===== src/rtl/core/jacobi_heat_stencil_core_macros.svh =====
// ---------------------------------------------------------------------------
// jacobi heat stencil core assertion macros
// concurrent checks that compile away when SYNTHESIS is defined
// ---------------------------------------------------------------------------
`ifndef JACOBI_HEAT_STENCIL_CORE_MACROS_SVH
`define JACOBI_HEAT_STENCIL_CORE_MACROS_SVH

`ifndef SYNTHESIS
// same-cycle implication
`define JHS_ASSERT_IMPL(label, clk, rst, ante, cons) \
    label: assert property (@(posedge clk) disable iff (!rst) (ante) |-> (cons)) \
        else $error("jhs check failed");
// next-cycle implication
`define JHS_ASSERT_NEXT(label, clk, rst, ante, cons) \
    label: assert property (@(posedge clk) disable iff (!rst) (ante) |=> (cons)) \
        else $error("jhs check failed");
`else
`define JHS_ASSERT_IMPL(label, clk, rst, ante, cons)
`define JHS_ASSERT_NEXT(label, clk, rst, ante, cons)
`endif

`endif


===== src/rtl/core/jhs_pkg.sv =====
// ---------------------------------------------------------------------------
// jhs_pkg
// shared types and codes of the jacobi heat stencil core
// ---------------------------------------------------------------------------
package jhs_pkg;

    localparam int CELL_W  = 32;
    localparam int IDX_IN_W = 6;
    localparam int CFG_CNT_W = 7;
    localparam int ITER_W  = 16;
    localparam int CFG_W   = 16;
    localparam int CFG_IDX_W = 2;

    typedef logic [1:0] op_t;

    localparam op_t OP_WRITE = 2'd0;
    localparam op_t OP_RUN   = 2'd1;
    localparam op_t OP_READ  = 2'd2;

    typedef logic [CFG_IDX_W-1:0] cfg_idx_t;

    localparam cfg_idx_t REG_ROW_COUNT  = 2'd0;
    localparam cfg_idx_t REG_COL_COUNT  = 2'd1;
    localparam cfg_idx_t REG_ITER_COUNT = 2'd2;

    // sequencer status towards the top level
    typedef struct packed {
        logic busy;
        logic swap;
        logic done;
    } seq_stat_t;

endpackage


===== src/rtl/core/jhs_sweep_seq.sv =====
// ---------------------------------------------------------------------------
// jhs_sweep_seq
// walks the interior cells, fetches four neighbours and writes their mean
// ---------------------------------------------------------------------------
`include "jacobi_heat_stencil_core_macros.svh"

module jhs_sweep_seq #(
    parameter int GRID_MAX = 64
) (
    input  logic                                clk,
    input  logic                                rst_n,
    input  logic                                start,
    input  logic [$clog2(GRID_MAX+1)-1:0]       rows,
    input  logic [$clog2(GRID_MAX+1)-1:0]       cols,
    input  logic [jhs_pkg::ITER_W-1:0]          iters,
    input  logic [jhs_pkg::CELL_W-1:0]          rd_data,
    output logic                                rd_en,
    output logic [2*$clog2(GRID_MAX)-1:0]       rd_addr,
    output logic                                wr_en,
    output logic [2*$clog2(GRID_MAX)-1:0]       wr_addr,
    output logic [jhs_pkg::CELL_W-1:0]          wr_data,
    output jhs_pkg::seq_stat_t                  stat
);

    import jhs_pkg::*;

    localparam int IDX_W  = $clog2(GRID_MAX);
    localparam int CNT_W  = $clog2(GRID_MAX + 1);
    localparam int ADDR_W = 2 * IDX_W;
    localparam int ACC_W  = CELL_W + 2;

    localparam logic [1:0] S_IDLE  = 2'd0;
    localparam logic [1:0] S_READ  = 2'd1;
    localparam logic [1:0] S_DRAIN = 2'd2;
    localparam logic [1:0] S_DONE  = 2'd3;

    localparam logic [1:0] PH_NORTH = 2'd0;
    localparam logic [1:0] PH_SOUTH = 2'd1;
    localparam logic [1:0] PH_WEST  = 2'd2;
    localparam logic [1:0] PH_EAST  = 2'd3;

    localparam logic [IDX_W-1:0] IDX_ONE = IDX_W'(1);

    logic [1:0]        state_reg, state_next;
    logic [1:0]        phase_reg, phase_next;
    logic [IDX_W-1:0]  i_reg, i_next;
    logic [IDX_W-1:0]  j_reg, j_next;
    logic [ITER_W-1:0] iter_left_reg, iter_left_next;
    logic              empty_reg, empty_next;
    logic              vld_d_reg;
    logic [1:0]        phase_d_reg;
    logic [IDX_W-1:0]  last_i_reg, last_i_next;
    logic [IDX_W-1:0]  last_j_reg, last_j_next;
    logic [ADDR_W-1:0] cell_d_reg;
    logic [ACC_W-1:0]  acc_reg;
    logic [ACC_W-1:0]  sum;

    always_comb
    begin
        state_next     = state_reg;
        phase_next     = phase_reg;
        i_next         = i_reg;
        j_next         = j_reg;
        iter_left_next = iter_left_reg;
        empty_next     = empty_reg;
        last_i_next    = last_i_reg;
        last_j_next    = last_j_reg;
        case (state_reg)
            S_IDLE:
            begin
                if (start)
                begin
                    i_next         = IDX_ONE;
                    j_next         = IDX_ONE;
                    phase_next     = PH_NORTH;
                    iter_left_next = iters;
                    empty_next     = (rows < CNT_W'(3)) || (cols < CNT_W'(3));
                    last_i_next    = IDX_W'(rows - CNT_W'(2));
                    last_j_next    = IDX_W'(cols - CNT_W'(2));
                    if (iters == '0)
                    begin
                        state_next = S_DONE;
                    end
                    else if (empty_next)
                    begin
                        state_next = S_DRAIN;
                    end
                    else
                    begin
                        state_next = S_READ;
                    end
                end
            end
            S_READ:
            begin
                phase_next = phase_reg + 2'd1;
                if (phase_reg == PH_EAST)
                begin
                    if (j_reg == last_j_reg)
                    begin
                        j_next = IDX_ONE;
                        if (i_reg == last_i_reg)
                        begin
                            i_next     = IDX_ONE;
                            state_next = S_DRAIN;
                        end
                        else
                        begin
                            i_next = i_reg + IDX_ONE;
                        end
                    end
                    else
                    begin
                        j_next = j_reg + IDX_ONE;
                    end
                end
            end
            S_DRAIN:
            begin
                // last mean is written here, buffers swap at the edge
                iter_left_next = iter_left_reg - ITER_W'(1);
                if (iter_left_reg == ITER_W'(1))
                begin
                    state_next = S_DONE;
                end
                else if (empty_reg)
                begin
                    state_next = S_DRAIN;
                end
                else
                begin
                    state_next = S_READ;
                end
            end
            default:
            begin
                state_next = S_IDLE;
            end
        endcase
    end

    always_ff @(posedge clk or negedge rst_n)
    begin
        if (!rst_n)
        begin
            state_reg     <= S_IDLE;
            phase_reg     <= PH_NORTH;
            i_reg         <= IDX_ONE;
            j_reg         <= IDX_ONE;
            iter_left_reg <= '0;
            empty_reg     <= 1'b0;
            vld_d_reg     <= 1'b0;
            phase_d_reg   <= PH_NORTH;
        end
        else
        begin
            state_reg     <= state_next;
            phase_reg     <= phase_next;
            i_reg         <= i_next;
            j_reg         <= j_next;
            iter_left_reg <= iter_left_next;
            empty_reg     <= empty_next;
            vld_d_reg     <= rd_en;
            phase_d_reg   <= phase_reg;
        end
    end

    always_ff @(posedge clk)
    begin
        last_i_reg <= last_i_next;
        last_j_reg <= last_j_next;
        if (rd_en)
        begin
            cell_d_reg <= {i_reg, j_reg};
        end
        if (vld_d_reg)
        begin
            acc_reg <= sum;
        end
    end

    // neighbour address for this phase
    always_comb
    begin
        rd_en = (state_reg == S_READ);
        case (phase_reg)
            PH_NORTH: rd_addr = {i_reg - IDX_ONE, j_reg};
            PH_SOUTH: rd_addr = {i_reg + IDX_ONE, j_reg};
            PH_WEST:  rd_addr = {i_reg, j_reg - IDX_ONE};
            PH_EAST:  rd_addr = {i_reg, j_reg + IDX_ONE};
            default:  rd_addr = {i_reg, j_reg};
        endcase
    end

    assign sum     = ((phase_d_reg == PH_NORTH) ? '0 : acc_reg) + {2'b00, rd_data};
    assign wr_en   = vld_d_reg && (phase_d_reg == PH_EAST);
    assign wr_addr = cell_d_reg;
    assign wr_data = sum[ACC_W-1:2];

    assign stat.busy = (state_reg != S_IDLE);
    assign stat.swap = (state_reg == S_DRAIN);
    assign stat.done = (state_reg == S_DONE);

    `JHS_ASSERT_IMPL(a_wr_interior, clk, rst_n, wr_en,
        (wr_addr[ADDR_W-1:IDX_W] != '0) && (wr_addr[IDX_W-1:0] != '0))
    `JHS_ASSERT_NEXT(a_drain_empty_pipe, clk, rst_n, state_reg == S_DRAIN, !vld_d_reg)
    `JHS_ASSERT_NEXT(a_done_to_idle, clk, rst_n, stat.done, !stat.busy && !wr_en)

endmodule


===== config.mk =====
export PLATFORM = sky130hd
export DESIGN_NAME = jhs_sweep_seq
export DESIGN_NICKNAME = d
export VERILOG_FILES = /design/src/rtl/core/jhs_pkg.sv /design/src/rtl/core/jhs_sweep_seq.sv
export VERILOG_INCLUDE_DIRS = /design/src /design/src/rtl/core
export SDC_FILE = /design/constraint.sdc
export NUM_CORES = 1
export LEC_CHECK = 0
export ABC_CLOCK_PERIOD_IN_PS = 9700
export BUFFER_PORTS_ARGS = -buffer_cell sky130_fd_sc_hd__buf_2
export CORE_ASPECT_RATIO = 1.25
export CORE_MARGIN = 2
export CORE_UTILIZATION = 40
export DETAILED_ROUTE_END_ITERATION = 16
export GPL_TIMING_DRIVEN = 0
export PLACE_DENSITY = 0.68
export SYNTH_ARGS = -nofsm -noshare
export SYNTH_HDL_FRONTEND = slang
export SYNTH_SLANG_ARGS = --single-unit

===== constraint.sdc =====
create_clock -name clk -period 9.7 [get_ports clk]
set_input_delay 1.94 -clock clk [delete_from_list [all_inputs] [get_ports clk]]
set_output_delay 1.94 -clock clk [all_outputs]
set_load 0.03 [all_outputs]

==> flow_summary.json, run 1 <==
{
  "start_util_pct": 41.0,
  "ys.flop_type": "edfxtp_1",
  "cts_tree": "yes",
  "postCtsSetupBuffers": 0,
  "ant_nets": 0,
  "syn-cell-area_mm2": 0.00667,
  "synth-simple-area-share_pct": 18.1,
  "hold_path.class": "flop to flop",
  "cp_max_fo": 5,
  "startpoint_type": "input port",
  "diodes": 0,
  "synth_area_leaders": "edfxtp_1, dfrtp_1, ha_1, xnor2_1, nand2_1",
  "grt_overflow": 0,
  "use_met2_pct": 31.2,
  "synthMuxAreaShare_pct": 0.469,
  "synth_xor_area_share_pct": 6.83,
  "cts_buffer_depth": 2,
  "area_growth_pct": 18.0,
  "synthArstFlopShare_pct": 38.3,
  "hp-start": "phase_reg[1]",
  "yosysMostFrequentCell": "nand2_1",
  "vias": 5724,
  "track_usage_pct": 18.1,
  "drc": 0,
  "required_ns": 7.76,
  "root_buffer": "clkbuf_16",
  "instances_no_fill": 1082,
  "worstSetupPathType": "input port to output port",
  "num-fill-cells": 1581,
  "via_per_inst": 5.29,
  "layout_setup_ws_ns": 3.12,
  "drv_cap": 0,
  "drive_gt1_share_pct": 22.6,
  "largest_reg_flops": 34,
  "clk_latency_ns": 0.36,
  "met3_usage_pct": 3.60,
  "synth_top_family_by_area": "compound AO/OA/AOI/OAI gates",
  "die_width_um": 119,
  "cts_buffers": 9,
  "coreArea_mm2": 0.0163,
  "maxSlewViolCount": 0,
  "synth_commonest_cells": "nand2_1, edfxtp_1, a21oi_1, o21ai_0, nor2_1",
  "fin_crit_sh_pct": 67.8,
  "grt_pass1_vias": 5478,
  "max_freq_mhz": 152,
  "synth-seq-cells": 94,
  "status": "complete, no violations",
  "routed_wl_um": 16000,
  "cts_hold_buf": 0,
  "rr_endpoint": "acc_reg[28]",
  "synth_compound_area_share_pct": 18.9,
  "post_cts_resized": 0,
  "finClkSkew_ns": 0.00765,
  "numPortBuffers": 125,
  "cts.sinks": 94,
  "synthesis.nets": 837,
  "rsz0062_at_grt": "no",
  "synth.top_cell.area_share_pct": 26.1,
  "die_y_um": 148,
  "hold_viol": 0,
  "maxSlewHeadroom_pct": 23.0,
  "hold_path_depth": 0,
  "grt_start_max_net_pins": 37,
  "antenna_found_initial": 0,
  "worst_pin_slew_ns": 1.16,
  "whs_endpoint": "phase_d_reg[1]",
  "grt_pass1_wl_um": 25800,
  "place.gp.congestion": 0.937,
  "yosysWarnings": 0,
  "setup_tns_ns": 0,
  "yosysSeqAreaShare_pct": 39.7,
  "top_usage_layer": "met2",
  "dp.final_hpwl_um": 12100,
  "pre_cts_ws_ns": 3.14,
  "synth_area_leader_cell": "edfxtp_1",
  "rows": 52,
  "clk_pin_slew_ns": 0.07,
  "dieArea_mm2": 0.0177,
  "wire_per_inst_um": 14.8,
  "critPathArrivalTime_ns": 4.64,
  "syn_inst": 725,
  "synth-edff-count": 58,
  "dr.first_iter.drc_count": 336,
  "syn_area_per_cell_um2": 9.20,
  "timing.rr.start": "phase_d_reg[1]",
  "ys_types": 66,
  "finalSetupViolCount": 0,
  "endpoint_kind": "output port",
  "ff2ff_path_depth": 12,
  "min_period_ns": 6.58,
  "nets": 973,
  "dp_cells": 1066,
  "htreeDepth": 3,
  "io-pin-count": 126,
  "synthAdderAreaFrac_pct": 8.93,
  "rrSetupSlack_ns": 6.06,
  "drt_pre_antenna_iters": 5,
  "grt_util_met1_pct": 22.2
}
[cell families after synthesis]
| group | Yosys count |
|---|---|
| muxes | 3 |
| AOI/OAI and AO/OA | 192 |
| buffers and inverters | 93 |
| DFF | 94 |
| adders and majority gates | 47 |
| and+or+nand+nor | 244 |
| xor gates and xnor gates | 52 |
[critical path: stages]
cell	delay, ns
buf_2	0.08
ha_1	0.16
inv_1	0.06
fa_1	0.40
nand2b_1	0.20
a21o_1	0.20
a211oi_2	0.26
a21o_4	0.21
a21oi_4	0.07
nand2_1	0.08
a2111oi_0	0.08
or4_1	0.56
buf_4	0.16
buf_2	0.17
[cell type report]
type | count | area [um^2] | area share [%]
multi-input combinational | 538 | 3550 | 45.1
sequential | 94 | 2650 | 33.6
timing repair buffer | 125 | 626 | 7.95
buffer | 58 | 343 | 4.36
tap | 216 | 270 | 3.44
clock buffer | 9 | 225 | 2.86
inverter | 35 | 131 | 1.67
clock inverter | 7 | 76.3 | 0.970
[how the worst max path moves through the flow]
stage               start           to  slack (ns)  depth (start not counted)
4_1_cts        rd_data[0]  wr_data[28]        3.11                         14
3_5_place_dp   rd_data[0]  wr_data[28]        3.14                         14
3_3_place_gp   rd_data[0]  wr_data[28]        3.11                         14
6_report       rd_data[0]  wr_data[28]        3.12                         14
5_1_grt        rd_data[0]  wr_data[28]        2.93                         14
2_1_floorplan  rd_data[0]  wr_data[28]        3.60                         12
[cells in the final DEF, fill, tap and decap left out, types with 5 or more instances in the layout]
cell type and n:
a21o_1 16, nand4_1 5, edfxtp_1 58, nor2_1 49, o21ai_0 50, nand2b_1 10, ha_1 46, dfrtp_1 33
a31oi_1 6, clkbuf_16 9, o31ai_1 8, a211oi_1 5, xor2_1 20, a21oi_1 51, nor4_1 7, nor3_1 18
inv_1 35, a221o_1 6, nand2_1 71, or2_2 5, nand3_1 16, and3_1 7, o22ai_1 6, nor2b_1 39
buf_4 32, buf_2 129, xnor2_1 32, o211ai_1 6, clkbuf_1 20
[metal layers]
layer / vias up / part of all wire [%]
li1: 2842 / -
met5: - / 0
met3: 22 / 6.0
met4: 0 / 1.8
met2: 177 / 49
met1: 2683 / 43
[per-stage QoR]
step / utilization [%] / hold WS (ns) / area (um^2)
after global routing: 48.4 / 0.471 / 7870
after detailed placement: 46.5 / 0.438 / 7560
after floorplan: - / 0.401 / 6670
final: 48.4 / 0.450 / 7870
after CTS: 48.4 / 0.456 / 7870
after global placement: 46.5 / 0.422 / 7560
Power of run 1 is left out: the tool's default activity adds up to more than one toggle a clock period on the data nets, which glitch-free logic cannot reach.
==> run 2, diff against run 1 <==
--- a/config.mk
+++ b/config.mk
@@ -6,14 +6,15 @@
 export SDC_FILE = /design/constraint.sdc
 export NUM_CORES = 1
 export LEC_CHECK = 0
-export ABC_CLOCK_PERIOD_IN_PS = 9700
+export ABC_AREA = 1
+export ABC_CLOCK_PERIOD_IN_PS = 5500
 export BUFFER_PORTS_ARGS = -buffer_cell sky130_fd_sc_hd__buf_2
 export CORE_ASPECT_RATIO = 1.25
 export CORE_MARGIN = 2
 export CORE_UTILIZATION = 40
 export DETAILED_ROUTE_END_ITERATION = 16
 export GPL_TIMING_DRIVEN = 0
-export PLACE_DENSITY = 0.68
+export PLACE_DENSITY = 0.69
 export SYNTH_ARGS = -nofsm -noshare
 export SYNTH_HDL_FRONTEND = slang
 export SYNTH_SLANG_ARGS = --single-unit
==> constraint.sdc (replaced) <==
create_clock -name clk -period 5.5 [get_ports clk]
set_input_delay 1.1 -clock clk [delete_from_list [all_inputs] [get_ports clk]]
set_output_delay 1.1 -clock clk [all_outputs]
set_load 0.03 [all_outputs]
==> run 2 against run 1 <==
Net effect: area after synthesis grew 13%; worst hold slack better by 0.0057 ns; via count rose by 23%; sequential share of layout area fell by 3.3 points; utilization decreased by 1.4 points; first-iteration DRC count up 3.9%; clock skew about the same; cell area is 11% higher; wire length grew 29%; critical path type is now flop to output port; highest routed layer unchanged.
==> flow_summary.json, run 2 <==
{
  "drive_gt1_share_pct": 17.8,
  "hold_viol": 0,
  "grt_overflow": 0,
  "yosysSeqAreaShare_pct": 35.2,
  "place.gp.congestion": 0.933,
  "postCtsSetupBuffers": 0,
  "synth-seq-cells": 94,
  "startpoint_type": "flop",
  "min_period_ns": 4.78,
  "drv_cap": 0,
  "pre_cts_ws_ns": 0.977,
  "synth.top_cell.area_share_pct": 23.2,
  "cts.sinks": 94,
  "critPathArrivalTime_ns": 3.68,
  "status": "complete, no violations",
  "cts_tree": "yes",
  "post_cts_resized": 0,
  "area_growth_pct": 16.1,
  "diodes": 0,
  "ys_types": 43,
  "die_width_um": 127,
  "vias": 7035,
  "drc": 0,
  "syn-cell-area_mm2": 0.00751,
  "synth_area_leaders": "edfxtp_1, nand2_1, dfrtp_1, inv_1, ha_1",
  "regArea_mm2": 0.00265,
  "num-fill-cells": 1945,
  "maxSlewViolCount": 0,
  "synthesis.nets": 1178,
  "vdd_drop_max_mv": 0.131,
  "numPortBuffers": 125,
  "grt_pass1_wl_um": 33400,
  "fin_crit_sh_pct": 86.8,
  "final_common_cell": "nand2_1",
  "required_ns": 4.40,
  "htreeDepth": 3,
  "final_cell_mix": "nand2_1, inv_1, nor2_1",
  "grt_pass1_vias": 6912,
  "p_leak_nw": 4.65,
  "track_usage_pct": 21.3,
  "worstSetupPathType": "flop to output port",
  "dp_cells": 1423,
  "finClkSkew_ns": 0.00804,
  "syn_inst": 1066,
  "routed_wl_um": 20600,
  "cts_buffers": 9,
  "drt_pre_antenna_iters": 5,
  "rows": 56,
  "clk_latency_ns": 0.36,
  "maxSlewHeadroom_pct": 40.4,
  "power_density_mw_per_mm2": 225,
  "syn_area_per_cell_um2": 7.04,
  "instances_no_fill": 1439,
  "yosysWarnings": 0,
  "nets": 1314,
  "synth-edff-count": 58,
  "synthArstFlopShare_pct": 38.3,
  "synth_commonest_cells": "nand2_1, inv_1, nor2_1, edfxtp_1, o21ai_0",
  "coreArea_mm2": 0.0186,
  "dp.final_hpwl_um": 16500,
  "cp_max_fo": 10,
  "start_util_pct": 40.4,
  "finish.utilization_pct": 47.0,
  "dieArea_mm2": 0.0199,
  "rsz0062_at_grt": "no",
  "largest_reg_flops": 34,
  "finalSetupViolCount": 0,
  "antenna_found_initial": 0,
  "ys.flop_type": "edfxtp_1",
  "die_y_um": 157,
  "synth_area_leader_cell": "edfxtp_1",
  "yosysMostFrequentCell": "nand2_1",
  "multi_input_area_mm2": 0.00380,
  "cts_hold_buf": 0,
  "setup_tns_ns": 0,
  "clk_pin_slew_ns": 0.07,
  "grt_start_max_net_pins": 37,
  "cts_buffer_depth": 2,
  "io-pin-count": 126,
  "max_freq_mhz": 209,
  "dr.first_iter.drc_count": 349,
  "ant_nets": 0,
  "endpoint_kind": "output port",
  "hold_path.class": "flop to flop",
  "root_buffer": "clkbuf_16",
  "wire_per_inst_um": 14.3,
  "worst_pin_slew_ns": 0.894,
  "via_per_inst": 4.89,
  "layout_setup_ws_ns": 0.724
}
run 2: cell count changes after synthesis, sizes merged, moves of 16 or more:
cell,change
nand3,+36
inv,+165
nor2b,-39
clkbuf,-16
nor2,+83
xnor2,-29
nand2,+220
run 2: cells by family (layout without fill, tap and decap cells):
logic type                 Yosys count  count (layout)  synth area share, %
adders and majority gates           47              47                 7.93
buffers and inverters              244             385                 14.2
and+or+nand+nor                    516             516                 28.6
xor gates and xnor gates            34              34                 3.97
DFF                                 94              94                 35.2
AOI/OAI and AO/OA                  131             131                 10.1
run 2: final cells by class:
cell class	count	share of cell area, %
clock inverter	5	0.675
multi-input combinational	728	43.5
sequential	94	30.4
timing repair buffer	125	7.18
buffer	43	3.59
tap	232	3.33
inverter	201	8.67
clock buffer	11	2.67
run 2: metrics by stage:
| stage | hold slack, ns | area (um^2) | power [mW] |
|---|---|---|---|
| 2_1_floorplan | 0.420 | 7510 | 1.18 |
| 3_3_place_gp | 0.434 | 8430 | 1.33 |
| 3_5_place_dp | 0.436 | 8430 | 1.33 |
| 4_1_cts | 0.457 | 8720 | 1.99 |
| 5_1_grt | 0.468 | 8720 | 2.07 |
| 6_report | 0.456 | 8720 | 1.97 |
run 2: report_power, final:
part,internal [mW],switching [mW]
logic,0.193,0.337
registers,0.777,0.00591
clock network,0.357,0.296
total,1.33,0.639
run 2: routing by layer:
layer | up-vias | track usage, % | share of wire (%)
li1 | 3635 | - | -
met5 | - | 0 | 0
met4 | 0 | 10.4 | 4.1
met3 | 34 | 1.94 | 4.1
met1 | 3180 | 23.2 | 39
met2 | 186 | 40.9 | 53
run 2: final timing paths:
path / slack, ns / start / end / cells past startpoint
max in group asynchronous: 4.02 / rst_n / vld_d_reg / 1
min in group asynchronous: 0.86 / rst_n / i_reg[4] / 1
hold reg to reg: 0.46 / i_reg[2] / wr_addr[8] / 0
setup reg to reg: 2.27 / phase_d_reg[1] / acc_reg[30] / 18
hold / removal: 0.46 / i_reg[2] / wr_addr[8] / 0
setup / recovery: 0.72 / phase_d_reg[1] / wr_data[28] / 21
run 2: worst max-delay path: stages, from the launching register on:
cell	delay [ns]
dfrtp_1	0.35
inv_1	0.04
nand2_1	0.15
inv_1	0.12
clkbuf_1	0.24
nor2_1	0.15
ha_1	0.27
inv_1	0.08
fa_1	0.39
inv_1	0.12
nand3_1	0.08
nand2_1	0.17
nand3_1	0.09
nand2_1	0.14
nand2_1	0.06
nand2_1	0.21
nand2_1	0.15
nand2_1	0.09
nand2_1	0.05
nand2_1	0.09
buf_4	0.11
buf_2	0.18
(Power assumes the default switching activity.)
==> run 3, diff against run 2 <==
--- a/config.mk
+++ b/config.mk
@@ -15,6 +15,8 @@
 export DETAILED_ROUTE_END_ITERATION = 16
 export GPL_TIMING_DRIVEN = 0
 export PLACE_DENSITY = 0.69
+export RECOVER_POWER = 25
+export SKIP_LAST_GASP = 1
 export SYNTH_ARGS = -nofsm -noshare
 export SYNTH_HDL_FRONTEND = slang
 export SYNTH_SLANG_ARGS = --single-unit
==> run 3 against run 2 <==
Net effect: the flow now finishes with violations (capacitance limit, slew limit); wire length increased by 0.18%; die area unchanged; fmax decreased by 0.25%; clock skew increased by 0.00076 ns; largest cell class unchanged; via count decreased by 0.14%; cell area decreased by 0.10%; first-iteration DRC count increased by 0.57%; sequential power about the same.
==> flow_summary.json, run 3 (same netlist as run 2, synthesis figures left out) <==
{
  "maxSlewViolCount": 73,
  "drive_gt1_share_pct": 17.0,
  "nets": 1314,
  "endpoint_kind": "output port",
  "grt_pass1_wl_um": 33400,
  "hold_viol": 0,
  "fin_crit_sh_pct": 87.1,
  "rsz0062_at_grt": "no",
  "root_buffer": "clkbuf_16",
  "cp_num_cells": 21,
  "clk_pin_slew_ns": 0.07,
  "hold_path_depth": 0,
  "startpoint_type": "flop",
  "hold_path.class": "flop to flop",
  "crit_family": "simple AND/OR/NAND/NOR gates",
  "critPathBufInv": 7,
  "cts_hold_buf": 0,
  "path_cells": "inv_1, nand2_1, inv_1, clkbuf_1, nor2_1, ha_1, inv_1, fa_1, inv_1, nand3_1, nand2_1, nand3_1, nand2_1, nand2_1, nand2_1, nand2_1, nand2_1, nand2_1, nand2_1, buf_4, buf_2",
  "vias": 7025,
  "internal-power_mw": 1.33,
  "min_period_ns": 4.79,
  "rows": 56,
  "die_y_um": 157,
  "hold_ws_ns": 0.456,
  "largest_reg_flops": 34,
  "vdd_drop_max_mv": 0.132,
  "cts.sinks": 94,
  "diodes": 0,
  "dp_cells": 1423,
  "coreArea_mm2": 0.0186,
  "hp-start": "i_reg[2]",
  "wire_per_inst_um": 14.3,
  "clk_latency_ns": 0.36,
  "grt_overflow": 0,
  "clock_power_share_pct": 33.2,
  "cts_tree": "yes",
  "cts_buffers": 9,
  "drt_pre_antenna_iters": 5,
  "die_width_um": 127,
  "grt_pass1_vias": 6912,
  "ff2ff_path_depth": 18,
  "numPortBuffers": 125,
  "num-fill-cells": 1950,
  "cpMaxStageDelayCell": "fa_1",
  "power_frac_seq_pct": 39.8,
  "io-pin-count": 126,
  "grt_start_max_net_pins": 37,
  "p_leak_nw": 4.63,
  "dr.first_iter.drc_count": 351,
  "worstSetupPathType": "flop to output port",
  "final_common_cell": "nand2_1",
  "place.gp.congestion": 0.933,
  "path_common_cell": "nand2_1",
  "required_ns": 4.40,
  "worst_pin_slew_ns": 2.13,
  "antenna_found_initial": 0,
  "area_growth_pct": 16.0,
  "rr_endpoint": "acc_reg[30]",
  "ant_nets": 0,
  "track_usage_pct": 21.3,
  "violations": "capacitance limit, slew limit",
  "critPathArrivalTime_ns": 3.69,
  "routed_wl_um": 20600,
  "cp_max_fo": 10,
  "timing.rr.start": "phase_d_reg[1]",
  "postCtsSetupBuffers": 0,
  "dieArea_mm2": 0.0199,
  "setup_tns_ns": 0,
  "finClkSkew_ns": 0.00880,
  "rrSetupSlack_ns": 2.25,
  "instances_no_fill": 1439,
  "maxSlewHeadroom_pct": -42.2,
  "status": "finished, violations left",
  "drv_cap": 2,
  "cts_buffer_depth": 2,
  "power_density_mw_per_mm2": 226,
  "final_cell_mix": "nand2_1, inv_1, nor2_1",
  "finalSetupViolCount": 0,
  "dp.final_hpwl_um": 16500,
  "start_util_pct": 40.4,
  "htreeDepth": 3,
  "max_stage_delay_ns": 0.39,
  "power_switching_share_pct": 32.5,
  "post_cts_resized": 0,
  "via_per_inst": 4.88,
  "max_freq_mhz": 209,
  "combPwrFrac_pct": 27.0,
  "whs_endpoint": "wr_addr[8]",
  "p_sw_mw": 0.640,
  "drc": 0
}
run 3: cell types whose count changed in the layout (fill, tap and decap cells not counted), sizes merged:
cell / delta
buf: -6
clkbuf: +6
run 3: worst max path at each step:
| stage | start | to |
|---|---|---|
| finish | phase_d_reg[1] | wr_data[28] |
| global route | phase_d_reg[1] | wr_data[28] |
| CTS | phase_d_reg[1] | wr_data[28] |
| detailed placement | rd_data[0] | wr_data[28] |
| global placement | rd_data[0] | wr_data[28] |
| floorplan | rd_data[0] | wr_data[28] |
run 3: power groups by stage:
| stage | Combinational (mW) | Sequential, mW | Clock, mW |
|---|---|---|---|
| after floorplan | 0.385 | 0.796 | 0 |
| after global placement | 0.529 | 0.797 | 0 |
| after detailed placement | 0.532 | 0.798 | 0 |
| after CTS | 0.534 | 0.782 | 0.672 |
| after global routing | 0.590 | 0.784 | 0.695 |
| final | 0.531 | 0.782 | 0.652 |
run 3: final cells by class:
type / instances / area (um^2) / share of cell area [%]
multi-input cells: 728 / 3800 / 43.6
flip-flops and latches: 94 / 2650 / 30.4
inverters: 201 / 756 / 8.68
repair buffers: 125 / 618 / 7.10
plain buffers: 43 / 313 / 3.59
well taps: 232 / 290 / 3.33
clock buffers: 11 / 233 / 2.67
clock inverters: 5 / 58.8 / 0.675
run 3: layer usage:
metal / routed length [um] / part of all wire (%) / track usage, % / up-vias
li1: - / - / - / 3631
met1: 8130 / 39 / 23.2 / 3182
met3: 753 / 3.7 / 1.94 / 32
met2: 10900 / 53 / 40.9 / 180
met5: 0 / 0 / 0 / -
met4: 817 / 4.0 / 10.4 / 0
run 3: through the flow:
step                area (um^2)  setup slack [ns]  util (%)  total power [mW]
floorplan                  7510              1.75         -              1.18
global placement           8430             0.978      45.4              1.33
detailed placement         8430             0.977      45.4              1.33
CTS                        8720             0.677      47.0              1.99
global route               8710             0.348      46.9              2.07
finish                     8710             0.712      46.9              1.97
